<file path="src/rtl/core/hd_pkg.sv">
`default_nettype none
package hd_pkg;

  localparam int unsigned CORDIC_STEPS = 30;
  localparam int unsigned SQRT_STEPS   = 31;

  // binary angle conversion: floor(mag / 45) by reciprocal, remainder by table
  localparam logic [25:0] RECIP45  = 26'd47721859;
  localparam int unsigned DEG_FULL = 360;
  localparam int unsigned DEG_HALF = 720;

  localparam logic signed [33:0] GAIN_Q30     = 34'sd652032874;
  localparam logic signed [33:0] QUARTER_TURN = 34'sd1073741824;
  localparam logic signed [33:0] HALF_TURN    = 34'sd2147483648;
  localparam logic [30:0]        Q30_ONE      = 31'h4000_0000;
  localparam logic [30:0]        PI_Q29       = 31'd1686629713;
  localparam logic [49:0]        ROUND_HALF   = 50'h20_0000;
  localparam logic [25:0]        OUT_MAX      = 26'h3FF_FFFF;
  localparam logic [15:0]        RADIUS_RESET = 16'd3950;

  typedef enum logic [0:0] {
    REG_SPHERE_RADIUS = 1'b0
  } hd_reg_e;

  typedef logic [29:0] hd_atan_t [CORDIC_STEPS];

  localparam hd_atan_t ATAN_TURNS = '{
    30'd536870912, 30'd316933406, 30'd167458907, 30'd85004756, 30'd42667331,
    30'd21354465, 30'd10679838, 30'd5340245, 30'd2670163, 30'd1335087,
    30'd667544, 30'd333772, 30'd166886, 30'd83443, 30'd41722,
    30'd20861, 30'd10430, 30'd5215, 30'd2608, 30'd1304,
    30'd652, 30'd326, 30'd163, 30'd81, 30'd41,
    30'd20, 30'd10, 30'd5, 30'd3, 30'd1
  };

  typedef logic [12:0] hd_tab_t [64];

  function automatic hd_tab_t gen_tab_full();
    hd_tab_t t;
    for (int b = 0; b < 64; b++) begin
      t[b] = (b < 45) ? 13'((b * 65536 + DEG_FULL / 2) / DEG_FULL) : 13'd0;
    end
    return t;
  endfunction

  function automatic hd_tab_t gen_tab_half();
    hd_tab_t t;
    for (int b = 0; b < 64; b++) begin
      t[b] = (b < 45) ? 13'((b * 65536 + DEG_HALF / 2) / DEG_HALF) : 13'd0;
    end
    return t;
  endfunction

  localparam hd_tab_t TAB_FULL = gen_tab_full();
  localparam hd_tab_t TAB_HALF = gen_tab_half();

  // sideband that rides along every pipeline stage
  typedef struct packed {
    logic valid;
    logic same;
  } hd_tag_t;

endpackage
`default_nettype wire

</file>
<file path="src/rtl/core/hd_bam.sv">
`default_nettype none
module hd_bam
  import hd_pkg::*;
(
  input  wire logic               clk_i,
  input  wire logic               rst_ni,
  input  wire logic               en_i,
  input  wire logic               half_i,
  input  wire hd_tag_t            tag_i,
  input  wire logic signed [25:0] v_i,
  output hd_tag_t                 tag_o,
  output logic [31:0]             bam_o
);

  hd_tag_t     tag1_q, tag2_q, tag3_q;
  logic        neg1_q, neg2_q;
  logic [24:0] mag1_q, mag2_q;
  logic [19:0] quo2_q;
  logic [31:0] bam3_q;

  logic [25:0] absv;
  logic [50:0] prod;
  logic [24:0] rem;
  logic [5:0]  idx;
  logic [32:0] q;

  assign absv = v_i[25] ? 26'(-v_i) : v_i;
  assign prod = mag1_q * RECIP45;
  assign rem  = mag2_q - 25'(25'(quo2_q) * 25'd45);
  assign idx  = rem[5:0];

  always_comb begin
    if (half_i) begin
      q = {1'b0, quo2_q, 12'b0} + 33'(TAB_HALF[idx]);
    end else begin
      q = {quo2_q, 13'b0} + 33'(TAB_FULL[idx]);
    end
  end

  always_ff @(posedge clk_i or negedge rst_ni) begin
    if (!rst_ni) begin
      tag1_q <= '0;
      tag2_q <= '0;
      tag3_q <= '0;
    end else if (en_i) begin
      tag1_q <= tag_i;
      tag2_q <= tag1_q;
      tag3_q <= tag2_q;
    end
  end

  always_ff @(posedge clk_i) begin
    if (en_i) begin
      neg1_q <= v_i[25];
      mag1_q <= absv[24:0];
      neg2_q <= neg1_q;
      mag2_q <= mag1_q;
      quo2_q <= prod[50:31];
      bam3_q <= neg2_q ? -q[31:0] : q[31:0];
    end
  end

  assign tag_o = tag3_q;
  assign bam_o = bam3_q;

endmodule
`default_nettype wire

</file>
<file path="config.mk">
export PLATFORM = sky130hd
export DESIGN_NAME = hd_bam
export DESIGN_NICKNAME = d
export VERILOG_FILES = /design/src/rtl/core/hd_pkg.sv /design/src/rtl/core/hd_bam.sv
export SDC_FILE = /design/constraint.sdc
export NUM_CORES = 1
export LEC_CHECK = 0
export BUFFER_PORTS_ARGS = -buffer_cell sky130_fd_sc_hd__buf_2
export CAP_MARGIN = 20
export CORE_ASPECT_RATIO = 2
export CORE_UTILIZATION = 35
export CTS_CLUSTER_SIZE = 25
export DETAILED_ROUTE_END_ITERATION = 10
export SLEW_MARGIN = 20
export SYNTH_ARGS = -nofsm -noshare
export SYNTH_HDL_FRONTEND = slang
export SYNTH_SLANG_ARGS = --single-unit
export TNS_END_PERCENT = 50
</file>
<file path="constraint.sdc">
create_clock -name clk_i -period 14.25 [get_ports clk_i]
set_input_delay 0.7125 -clock clk_i [delete_from_list [all_inputs] [get_ports clk_i]]
set_output_delay 0.7125 -clock clk_i [all_outputs]
set_load 0.05 [all_outputs]
</file>
After elaboration in Yosys (flattened, before gate mapping)
Memory sizes are Yosys's and may differ from the RTL's.
Index checks and enable logic that the tools add are counted.

word-level totals
  memories = 2
  input bits = 32
  output and inout port bits = 34
  ROM bits = 1664
  bits in registers = 91
  word-level logic and storage cells = 30

cells by class
  $lt $le $gt $ge = 1
  multipliers = 2
  $add $sub $neg = 5
  mux-type cells = 7
  bitwise logic cells = 1

memory list
  memory            depth  width  rd ports  clocked after Yosys merged registers in  wr ports  line          RTL
  (name not given)  64     13     1         0                                        0         hd_bam.sv:36  q = {quo2_q, 13'b0} + 33'(TAB_FULL[idx]);
  (name not given)  64     13     1         0                                        0         hd_bam.sv:34  q = {1'b0, quo2_q, 12'b0} + 33'(TAB_HALF[idx]);

operators with widths
  operator                                                                number
  32-bit by 13-bit adder with 32-bit output                               2
  32-bit two-way mux                                                      2
  13-bit two-way mux                                                      4
  25-bit by 26-bit multiplier with 51-bit output (second input constant)  1
  32-bit negation                                                         1
  25-bit two-way mux                                                      1
  25-bit negation                                                         1
  20-bit by 6-bit multiplier with 6-bit output (second input constant)    1
  7-bit >= comparator (second input constant)                             1
  6-bit NOT with 7-bit output                                             1
  6-bit subtractor                                                        1

Longest topological paths before layout
Gate-level depths: netlist of the first run.

  depth in word-level cells = 10
  mapped depth = 27
  mapped depth without buffers = 27

Worst setup path after synthesis of the first run
OpenSTA, ideal clock, no wires.

  path kind = register to register
  from = register mag1_q[24]
  to = register quo2_q[13] (data pin)
  clock period less this slack = 6.374 ns
  required time = 13.992 ns
  slack = 7.876 ns
  path buffers = 0
  arrival = 6.117 ns
  stages on the path, launching flop included = 23
  setup time = 0.258 ns
  cell sequence = edfxtp_1 > ha_1 > fa_1 > fa_1 > inv_1 > fa_1 > inv_1 > fa_1 > fa_1 > inv_1 > fa_1 > inv_1 > ha_1 > a21o_1 > a21o_1 > a21o_1 > a21o_1 > a21oi_1 > a21boi_0 > o211ai_1 > a31oi_1 > o21a_1 > xnor2_1

between the ends
  longest elaborated chain between the ends = 1

RTL lines
  what                                            line          RTL
  start: declaration                              hd_bam.sv:17  logic [24:0] mag1_q, mag2_q;
  start signal: assignment                        hd_bam.sv:55  mag1_q <= absv[24:0];
  25-bit by 26-bit multiplier with 51-bit output  hd_bam.sv:28  assign prod = mag1_q * RECIP45;
  net prod[44]                                    hd_bam.sv:22  logic [50:0] prod;
  end signal: assignment                          hd_bam.sv:58  quo2_q <= prod[50:31];
  end: declaration                                hd_bam.sv:18  logic [19:0] quo2_q;

The timed path passes the listed nets, and every way through them passes these cells.
A chain may end at the register's enable or synchronous reset.

Final worst setup path of the first run
  from = register mag1_q[17]
  to = register quo2_q[13] (data pin)

Same word-level chain as after synthesis.

==> results of run 1 <==
[stage by stage]
| step | util [%] | area (µm²) | setup slack, ns | cells | hold WS, ns |
|---|---|---|---|---|---|
| floorplan | - | 14950 | 7.876 | 1514 | 0.4003 |
| global placement | 37.88 | 15880 | 6.880 | 2090 | 0.4816 |
| detailed placement | 37.88 | 15880 | 6.795 | 2090 | 0.4888 |
| CTS | 38.60 | 16180 | 6.768 | 2106 | 0.1261 |
| global route | 38.60 | 16180 | 6.574 | 2106 | 0.1430 |
| finish | 38.60 | 16180 | 6.819 | 2106 | 0.1411 |
[state kept, by name (all words and copies together), names as in the netlist]
register,cells
quo2_q,20
mag2_q,6
mag1_q,25
neg2_q,1
tag2_q,2
neg1_q,1
tag_o,2
bam_o,32
tag1_q,2
[final timing paths]
check / startpoint / to / slack (ns) / cells past startpoint
setup / recovery: mag1_q[17] / quo2_q[13] / 6.82 / 22
hold / removal: rst_ni / tag_o[0] / 0.14 / 1
setup reg to reg: mag1_q[17] / quo2_q[13] / 6.82 / 22
hold reg to reg: tag1_q[0] / tag2_q[0] / 0.51 / 1
max in group asynchronous: rst_ni / tag_o[1] / 13.97 / 1
min in group clk_i: tag1_q[0] / tag2_q[0] / 0.51 / 1
[layout by cell type, fill, tap and decap left out, types with 8 or more instances in the layout]
cell and instances:
a211o_1 8, a211oi_1 15, a21o_1 21, a21oi_1 51
and2_1 11, buf_2 64, buf_4 14, clkbuf_16 9
edfxtp_1 85, fa_1 174, ha_1 257, inv_1 339
mux2i_1 24, nand2_1 63, nand2b_1 9, nand3_1 20
nand4_1 9, nor2_1 50, nor2b_1 9, nor3_1 24
nor4_1 8, o211ai_1 11, o21ai_0 56, o31ai_1 9
or2_2 11, or3_1 13, or4_1 8, xnor2_1 47
xor2_1 29
[cell families after synthesis]
kind of cell             synth area share, %
AND/OR/NAND/NOR                        8.522
adder cells (fa/ha/maj)                44.82
XOR/XNOR                               4.621
flip-flops                             18.08
AO/OA/AOI/OAI                          11.17
multiplexers                           3.055
buffers and inverters                  9.736
[area by class of cell]
cell class                      instances  share of cell area (%)
Multi-Input combinational cell       1041                   66.74
Clock buffer                            9                   1.392
Sequential cell                        91                   16.71
Timing Repair Buffer                   78                   2.630
Tap cell                              540                   4.176
Inverter                              340                   7.889
Clock inverter                          7                  0.4718
[synth_stat cells, types with 7 or more instances]
cell type / number
edfxtp_1: 85
clkbuf_1: 30
o21ai_0: 56
a211oi_1: 15
ha_1: 257
inv_1: 339
nand2b_1: 9
mux2i_1: 24
o211ai_1: 11
a21o_1: 21
xnor2_1: 48
o41ai_1: 7
nand2_1: 63
or4_1: 8
nor3_1: 24
nand3_1: 20
nor2_1: 50
a31oi_1: 7
fa_1: 174
or3_1: 13
and2_1: 11
o31ai_1: 9
nor2b_1: 9
a211o_1: 8
a21oi_1: 51
buf_2: 8
or2_2: 11
xor2_1: 29
nand4_1: 9
nor4_1: 8
[routing by layer]
metal  vias to the layer above  track usage (%)  wire, µm
li1                       5170                -         -
met1                      5336            16.61     12920
met2                       276            39.67     23430
met3                       132            1.796       924
met4                         0            16.37      3524
met5                         -                0         0
==> summary.md, run 1 <==
| Metric | Value |
|---|---|
| Synth area leaders | fa_1 (23%), ha_1 (22%), edfxtp_1 (17%) |
| Hold WC Path Type | in -> async |
| Slowest-stage cell, CP | xnor2_1 |
| Total core area | 41910 µm² |
| HPWL Detailed | 35.69 mm |
| Final nets | 2024 |
| Die area | 43590 µm² |
| # port buffers | 65 |
| DRC | 0 |
| Multi-input logic area | 10800 µm² |
| Total gr overflow | 0 |
| Crit Path Class | reg -> reg |
| Fmax achieved | 134.6 MHz |
| Clk root buf | clkbuf_16 |
| Initial DRC Count | 408 |
| Worst endpoint data arrival time | 7.57 ns |
| Via count | 10910 |
| Row count | 106 |
| CTS Hold Bufs | 0 |
| Routed wire length | 40.80 mm |
| Layout cells sized above 1 | 8.557% |
| Ports | 66 |
| Die H | 294.3 µm |
| Crit end category | register |
| Ys async rst share | 6.593% |
| Initial antenna violation count | 0 |
| Avg WL per Cell | 19.37 µm |
| Post-synth top area cell | fa_1 |
| Final period util | 52.14% |
| Sum Neg Setup Slack | 0 ns |
| Worst-path clk slew | 0.08 ns |
| Syn Inst Count | 1514 |
| First-pass GRT wire length | 63.44 mm |
| Fin. Hold Viols | 0 |
| Post-synthesis sequential area ratio | 18.08% |
| Gr usage total | 19.60% |
| Post-synth EDFFs | 85 |
| Die width | 148.1 µm |
| Clk sinks | 91 |
| H-tree levels | 3 |
| Ys flop type | edfxtp_1 |
| Largest net degree at the start of global routing | 58 |
| Register area | 2703 µm² |
| CTS tree | done |
| Via-to-Cell Ratio | 5.182 |
| Clk_lat worst skew | 0.38 ns |
| CP startpoint kind | register |
| Cell area after synthesis | 14950 µm² |
| Critical path's top delay family | adder cells |
| CP max stage delay | 0.80 ns |
| Starting density of the core | 35.66% |
| Warnings from Yosys | 0 |
| Critical path fanouts, max | 4 |
| Setup Fix Bufs, Post-CTS | 0 |
| Worst path most repeated cell | fa_1 |
| Rel. slew slack | 32.42% |
| Endpoints failing setup | 0 |
| Layout Skew | 0.009519 ns |
| Net count after synthesis | 1977 |
| Antenna Violating Nets Remaining | 0 |
| Bufs and invs on worst path | 3 |
| Drt pass-1 iters | 5 |
| Post-synth cell types | 75 |
| Max clock buf depth | 2 |
| Post-cts resize count | 0 |
| FF+latch count, synth | 91 |
| Slew @ Worst Pin | 1.006 ns |
| Post-layout min period | 7.431 ns |
| Pins Over Slew Limit | 0 |
| Synth Area per Inst | 9.872 µm² |
| RSZ-0062 raised after global routing | false |
| WP data required | 14.39 ns |
| Status | completed |
| Number of global-route vias before repair | 11970 |
| CTS buffer count | 9 |
| Fill cells | 4231 |
| Max_cap viols | 0 |
| Diodes inserted | 0 |
| Area grow syn2layout | 8.237% |
| Crit-path cells | inv_1 -> ha_1 -> xnor2_1 -> fa_1 -> fa_1 -> fa_1 -> fa_1 -> inv_1 -> fa_1 -> inv_1 -> ha_1 -> a21o_1 -> a21o_1 -> a21oi_1 -> o211ai_1 -> a31oi_1 -> o21ai_0 -> a21boi_0 -> o211ai_1 -> a31oi_1 -> o21a_1 -> xnor2_1 |
| Top cell type's share of synthesized area | 23.30% |
| GPL Wtd Cong | 0.9688 |
Power of run 1 is left out: the tool's default activity adds up to more than one toggle a clock period on the data nets, which glitch-free logic cannot reach.
==> inputs of run 2 (changes only) <==
==> constraint.sdc (replaced) <==
create_clock -name clk_i -period 6.3 [get_ports clk_i]
set_input_delay 0.315 -clock clk_i [delete_from_list [all_inputs] [get_ports clk_i]]
set_output_delay 0.315 -clock clk_i [all_outputs]
set_load 0.05 [all_outputs]
==> summary.md, run 2 (synthesis gave the netlist of run 1 again) <==
| Metric | Value |
|---|---|
| Starting density of the core | 35.66% (unchanged) |
| Largest net degree at the start of global routing | 55 (was 58) |
| Fill cells | 4060 (was 4231) |
| Routed wire length | 43.69 mm (was 40.80 mm) |
| Via-to-Cell Ratio | 5.111 (was 5.182) |
| Rel. slew slack | 49.43% (was 32.42%) |
| Drt pass-1 iters | 6 (was 5) |
| Max reg flops | 32 (unchanged) |
| First-pass GRT wire length | 67.21 mm (was 63.44 mm) |
| Diodes inserted | 0 (unchanged) |
| CTS tree | done (unchanged) |
| Die H | 294.3 µm (unchanged) |
| GPL Wtd Cong | 0.9841 (was 0.9688) |
| Max_cap viols | 0 (unchanged) |
| Status | completed (unchanged) |
| Initial antenna violation count | 0 (unchanged) |
| Gr usage total | 20.66% (was 19.60%) |
| Endpoints failing setup | 0 (unchanged) |
| H-tree levels | 3 (unchanged) |
| Number of global-route vias before repair | 12680 (was 11970) |
| Clk root buf | clkbuf_16 (unchanged) |
| Layout cells sized above 1 | 22.88% (was 8.557%) |
| Reg2Reg Depth | 24 (was 22) |
| Min-Delay Startpoint | v_i[0] |
| Register-to-register setup slack | 0.003 ns (was 6.82 ns) |
| RSZ-0062 raised after global routing | true (was false) |
| Post-layout min period | 6.297 ns (was 7.431 ns) |
| Ports | 66 (unchanged) |
| Sum Neg Setup Slack | 0 ns (unchanged) |
| Via count | 11670 (was 10910) |
| Crit Path Class | reg -> reg (unchanged) |
| Area grow syn2layout | 21.17% (was 8.237%) |
| CTS buffer count | 9 (unchanged) |
| Fmax achieved | 158.8 MHz (was 134.6 MHz) |
| Total gr overflow | 0 (unchanged) |
| Commonest non-fill, non-tap cells in the layout | inv_1 (321), ha_1 (218), buf_4 (184) (was inv_1 (339), ha_1 (257), fa_1 (174)) |
| Avg WL per Cell | 19.13 µm (was 19.37 µm) |
| Hold Path Depth | 1 |
| HPWL Detailed | 37.41 mm (was 35.69 mm) |
| WP data required | 6.44 ns (was 14.39 ns) |
| Final Util | 43.21% (was 38.60%) |
| Layout Skew | 0.01218 ns (was 0.009519 ns) |
| CP startpoint kind | register (unchanged) |
| Antenna Violating Nets Remaining | 0 (unchanged) |
| Worst endpoint data arrival time | 6.43 ns (was 7.57 ns) |
| Die width | 148.1 µm (unchanged) |
| Smallest hold slack | 0.1373 ns (was 0.1411 ns) |
| Clk sinks | 91 (unchanged) |
| Slew @ Worst Pin | 0.7586 ns (was 1.006 ns) |
| # port buffers | 65 (unchanged) |
| R2r startpoint | mag1_q[14] (was mag1_q[17]) |
| Crit end category | register (unchanged) |
| Die area | 43590 µm² (unchanged) |
| Total core area | 41910 µm² (unchanged) |
| Final nets | 2202 (was 2024) |
| Max clock buf depth | 2 (unchanged) |
| Multi-input logic area | 11340 µm² (was 10800 µm²) |
| Final period util | 99.95% (was 52.14%) |
| Clk_lat worst skew | 0.38 ns (about the same) |
| Pins Over Slew Limit | 0 (unchanged) |
| DRC | 0 (unchanged) |
| Critical path fanouts, max | 3 (was 4) |
| Row count | 106 (unchanged) |
| Fin. Hold Viols | 0 (unchanged) |
| RR Endpoint | quo2_q[19] (was quo2_q[13]) |
| Hold WC Path Type | in -> reg (was in -> async) |
| Register area | 2703 µm² (unchanged) |
| Fin worst setup slack | 0.003193 ns (was 6.819 ns) |
| Commonest non-fill, non-tap cell in the layout | inv_1 (unchanged) |
| Hold EP | mag1_q[0] |
| Initial DRC Count | 342 (was 408) |
| Post-place setup slack | -0.4100 ns (was 6.795 ns) |
| Worst-path clk slew | 0.08 ns (about the same) |
## run 2: worst max-delay path, cell delays in order (launching register included)
cell,delay [ns]
edfxtp_1,0.46
inv_1,0.14
ha_4,0.22
fa_2,0.52
inv_1,0.07
ha_4,0.25
fa_1,0.58
fa_1,0.46
fa_1,0.55
inv_1,0.06
fa_1,0.53
inv_1,0.07
ha_4,0.24
a21o_1,0.15
a21o_1,0.17
a21oi_2,0.18
o211ai_1,0.11
a31oi_1,0.18
buf_4,0.19
o2111ai_4,0.15
a41oi_4,0.29
a21oi_2,0.10
a21oi_2,0.16
o21bai_1,0.09
xnor2_1,0.12
## run 2: worst max path at each step
stage                     from         end  slack (ns)  cells after the start
floorplan           mag1_q[24]  quo2_q[19]       -0.05                     23
global placement    mag1_q[21]  quo2_q[19]       -0.36                     25
detailed placement  mag1_q[22]  quo2_q[19]       -0.41                     25
CTS                  mag1_q[7]  quo2_q[13]      0.0005                     25
global route         mag1_q[4]  quo2_q[13]       -0.22                     26
finish              mag1_q[14]  quo2_q[19]       0.003                     24
## run 2: final cells by class
cell class	count	share of cell area [%]
clock buffers	9	1.244
clock inverters	7	0.4214
inverters	340	7.047
multi-input cells	1041	62.60
flip-flops and latches	91	14.92
well taps	540	3.731
repair buffers	256	10.03
## run 2: per-layer routing
layer  GRT usage, %  share of wire [%]
met1          18.40                 33
met2          40.99                 56
met3          1.502                1.8
met4          17.40                9.1
met5              0                  0
## run 2: per-stage QoR
stage               std cells  cell area (µm²)
floorplan                1514            14950
global placement         2243            17060
detailed placement       2243            17060
CTS                      2270            17640
global route             2284            18110
finish                   2284            18110
## run 2: timing repair
item                                   CTS  global route
hold buffers                             1             0
pin swaps                               30            81
resized for setup                       34            67
endpoints found under the hold margin    6             0
setup endpoints to repair               14            18
setup buffers                           12            14
Power of run 2 is left out for the same reason.
==> inputs of run 3 (changes only) <==
--- a/config.mk
+++ b/config.mk
@@ -7,10 +7,14 @@
 export LEC_CHECK = 0
 export BUFFER_PORTS_ARGS = -buffer_cell sky130_fd_sc_hd__buf_2
 export CAP_MARGIN = 20
+export CELL_PAD_IN_SITES_DETAIL_PLACEMENT = 1
+export CELL_PAD_IN_SITES_GLOBAL_PLACEMENT = 2
 export CORE_ASPECT_RATIO = 2
-export CORE_UTILIZATION = 35
+export CORE_UTILIZATION = 33
 export CTS_CLUSTER_SIZE = 25
 export DETAILED_ROUTE_END_ITERATION = 10
+export MAX_ROUTING_LAYER = met4
+export PLACE_DENSITY_LB_ADDON = 0.1
 export SLEW_MARGIN = 20
 export SYNTH_ARGS = -nofsm -noshare
 export SYNTH_HDL_FRONTEND = slang
==> summary.md, run 3 (synthesis gave the netlist of run 1 again) <==
| Metric | Value |
|---|---|
| Status | complete, but fails checks (was completed) |
| Failing checks | design-rule violations, negative setup slack |
| Final Util | 41.14% (was 43.21%) |
| Diodes inserted | 0 (unchanged) |
| Post-place setup slack | -0.8898 ns (was -0.4100 ns) |
| Pins Over Slew Limit | 0 (unchanged) |
| Endpoints failing setup | 4 (was 0) |
| Number of global-route vias before repair | 13300 (was 12680) |
| Total core area | 44870 µm² (was 41910 µm²) |
| Commonest non-fill, non-tap cells in the layout | inv_1 (324), buf_4 (226), ha_1 (225) (was inv_1 (321), ha_1 (218), buf_4 (184)) |
| Routed wire length | 50.99 mm (was 43.69 mm) |
| Via-to-Cell Ratio | 5.016 (was 5.111) |
| Total gr overflow | 0 (unchanged) |
| CTS buffer count | 9 (unchanged) |
| Fmax achieved | 158.3 MHz (was 158.8 MHz) |
| Antenna Violating Nets Remaining | 0 (unchanged) |
| Via count | 11770 (was 11670) |
| Area grow syn2layout | 23.48% (was 21.17%) |
| Crit Path Class | reg -> reg (unchanged) |
| Die area | 46200 µm² (was 43590 µm²) |
| Layout Skew | 0.01191 ns (was 0.01218 ns) |
| Commonest non-fill, non-tap cell in the layout | inv_1 (unchanged) |
| Die width | 152.5 µm (was 148.1 µm) |
| Final nets | 2245 (was 2202) |
| DP Area | 17410 µm² (was 17060 µm²) |
| Hold WC Path Type | in -> reg (unchanged) |
| WP data required | 6.43 ns (was 6.44 ns) |
| Fin worst setup slack | -0.01745 ns (was 0.003193 ns) |
| GPL Wtd Cong | 0.9246 (was 0.9841) |
| # port buffers | 65 (unchanged) |
| Slew @ Worst Pin | 0.8334 ns (was 0.7586 ns) |
| Layout cells sized above 1 | 24.73% (was 22.88%) |
| Ports | 66 (unchanged) |
| Register area | 2703 µm² (unchanged) |
| Multi-input logic area | 11340 µm² (about the same) |
| First-pass GRT wire length | 76.57 mm (was 67.21 mm) |
| Max reg flops | 32 (unchanged) |
| RSZ-0062 raised after global routing | true (unchanged) |
| Largest net degree at the start of global routing | 60 (was 55) |
| Fill cells | 5097 (was 4060) |
| Avg WL per Cell | 21.73 µm (was 19.13 µm) |
| Starting density of the core | 33.31% (was 35.66%) |
| Row count | 110 (was 106) |
| Final Instance Area | 18460 µm² (was 18110 µm²) |
| Crit end category | register (unchanged) |
| Rel. slew slack | 44.44% (was 49.43%) |
| CP startpoint kind | register (unchanged) |
| Initial antenna violation count | 0 (unchanged) |
| HPWL Detailed | 44.85 mm (was 37.41 mm) |
| Fin. Hold Viols | 0 (unchanged) |
| Clk root buf | clkbuf_16 (unchanged) |
| H-tree levels | 3 (unchanged) |
| DRC | 3 (was 0) |
| Clk sinks | 91 (unchanged) |
| Gr usage total | 23.32% (was 20.66%) |
| Drt pass-1 iters | 9 (was 6) |
| CTS tree | done (unchanged) |
| Die H | 303.0 µm (was 294.3 µm) |
| Worst-path clk slew | 0.08 ns (about the same) |
| Critical path fanouts, max | 4 (was 3) |
| Clk_lat worst skew | 0.38 ns (about the same) |
| Max clock buf depth | 2 (unchanged) |
| Initial DRC Count | 290 (was 342) |
| Final period util | 100.3% (was 99.95%) |
| Worst endpoint data arrival time | 6.45 ns (was 6.43 ns) |
| Max_cap viols | 0 (unchanged) |
| Post-layout min period | 6.317 ns (was 6.297 ns) |
## run 3: repair_timing
| item | CTS | global route |
|---|---|---|
| pin swaps | 63 | 24 |
| gates resized for setup | 76 | 27 |
| buffers inserted | 17 | 5 |
| endpoints found under the hold margin | 6 | 0 |
| hold buffers | 1 | 0 |
| setup endpoints to repair | 20 | 26 |
## run 3: stage by stage
step                setup TNS (ns)  hold WS, ns  instances
floorplan                 -0.04536      0.01941       1514
finish                    -0.04570       0.1558       2347
detailed placement          -12.70       0.1478       2309
global placement            -10.58       0.1383       2309
global route                -2.275       0.1535       2347
CTS                        -0.1766       0.1463       2342
## run 3: final cells by class
class	count	share of cell area (%)
sequential	91	14.64
tap	560	3.796
multi-input combinational	1041	61.42
clock buffer	9	1.220
inverter	340	6.915
clock inverter	7	0.4406
timing repair buffer	299	11.57
## run 3: worst max-delay path, cell delays in order (launching register included)
cell and delay [ns]:
edfxtp_1 0.53, ha_4 0.30, ha_4 0.28, inv_2 0.04
fa_1 0.57, inv_1 0.07, fa_1 0.50, inv_2 0.04
fa_1 0.48, fa_1 0.50, inv_1 0.05, fa_1 0.50
ha_4 0.30, nand4_1 0.14, a211oi_2 0.19, a21oi_1 0.10
o211ai_1 0.24, a31oi_4 0.15, buf_12 0.16, o2111ai_4 0.26
a41oi_4 0.16, a21oi_4 0.19, a21oi_2 0.07, buf_4 0.14
xnor2_2 0.12
## run 3: per-layer routing
layer  GRT usage, %  up-vias  part of all wire [%]
met5              -        -                     0
met4          16.47        0                   8.1
met3          1.857      114                   1.4
met2          49.17      201                    61
met1          18.18     5842                    30
li1               -     5615                     -
## run 3: worst paths after layout
kind	start	end	slack [ns]	cells after the start
setup / recovery	mag1_q[9]	quo2_q[18]	-0.02	24
hold / removal	v_i[0]	mag1_q[0]	0.16	1
setup reg to reg	mag1_q[9]	quo2_q[18]	-0.02	24
hold reg to reg	tag2_q[0]	tag2_q[0]	0.51	1
max in group asynchronous	rst_ni	tag_o[1]	5.86	2
min in group asynchronous	rst_ni	tag2_q[1]	0.29	2
Power of run 3 is left out for the same reason.
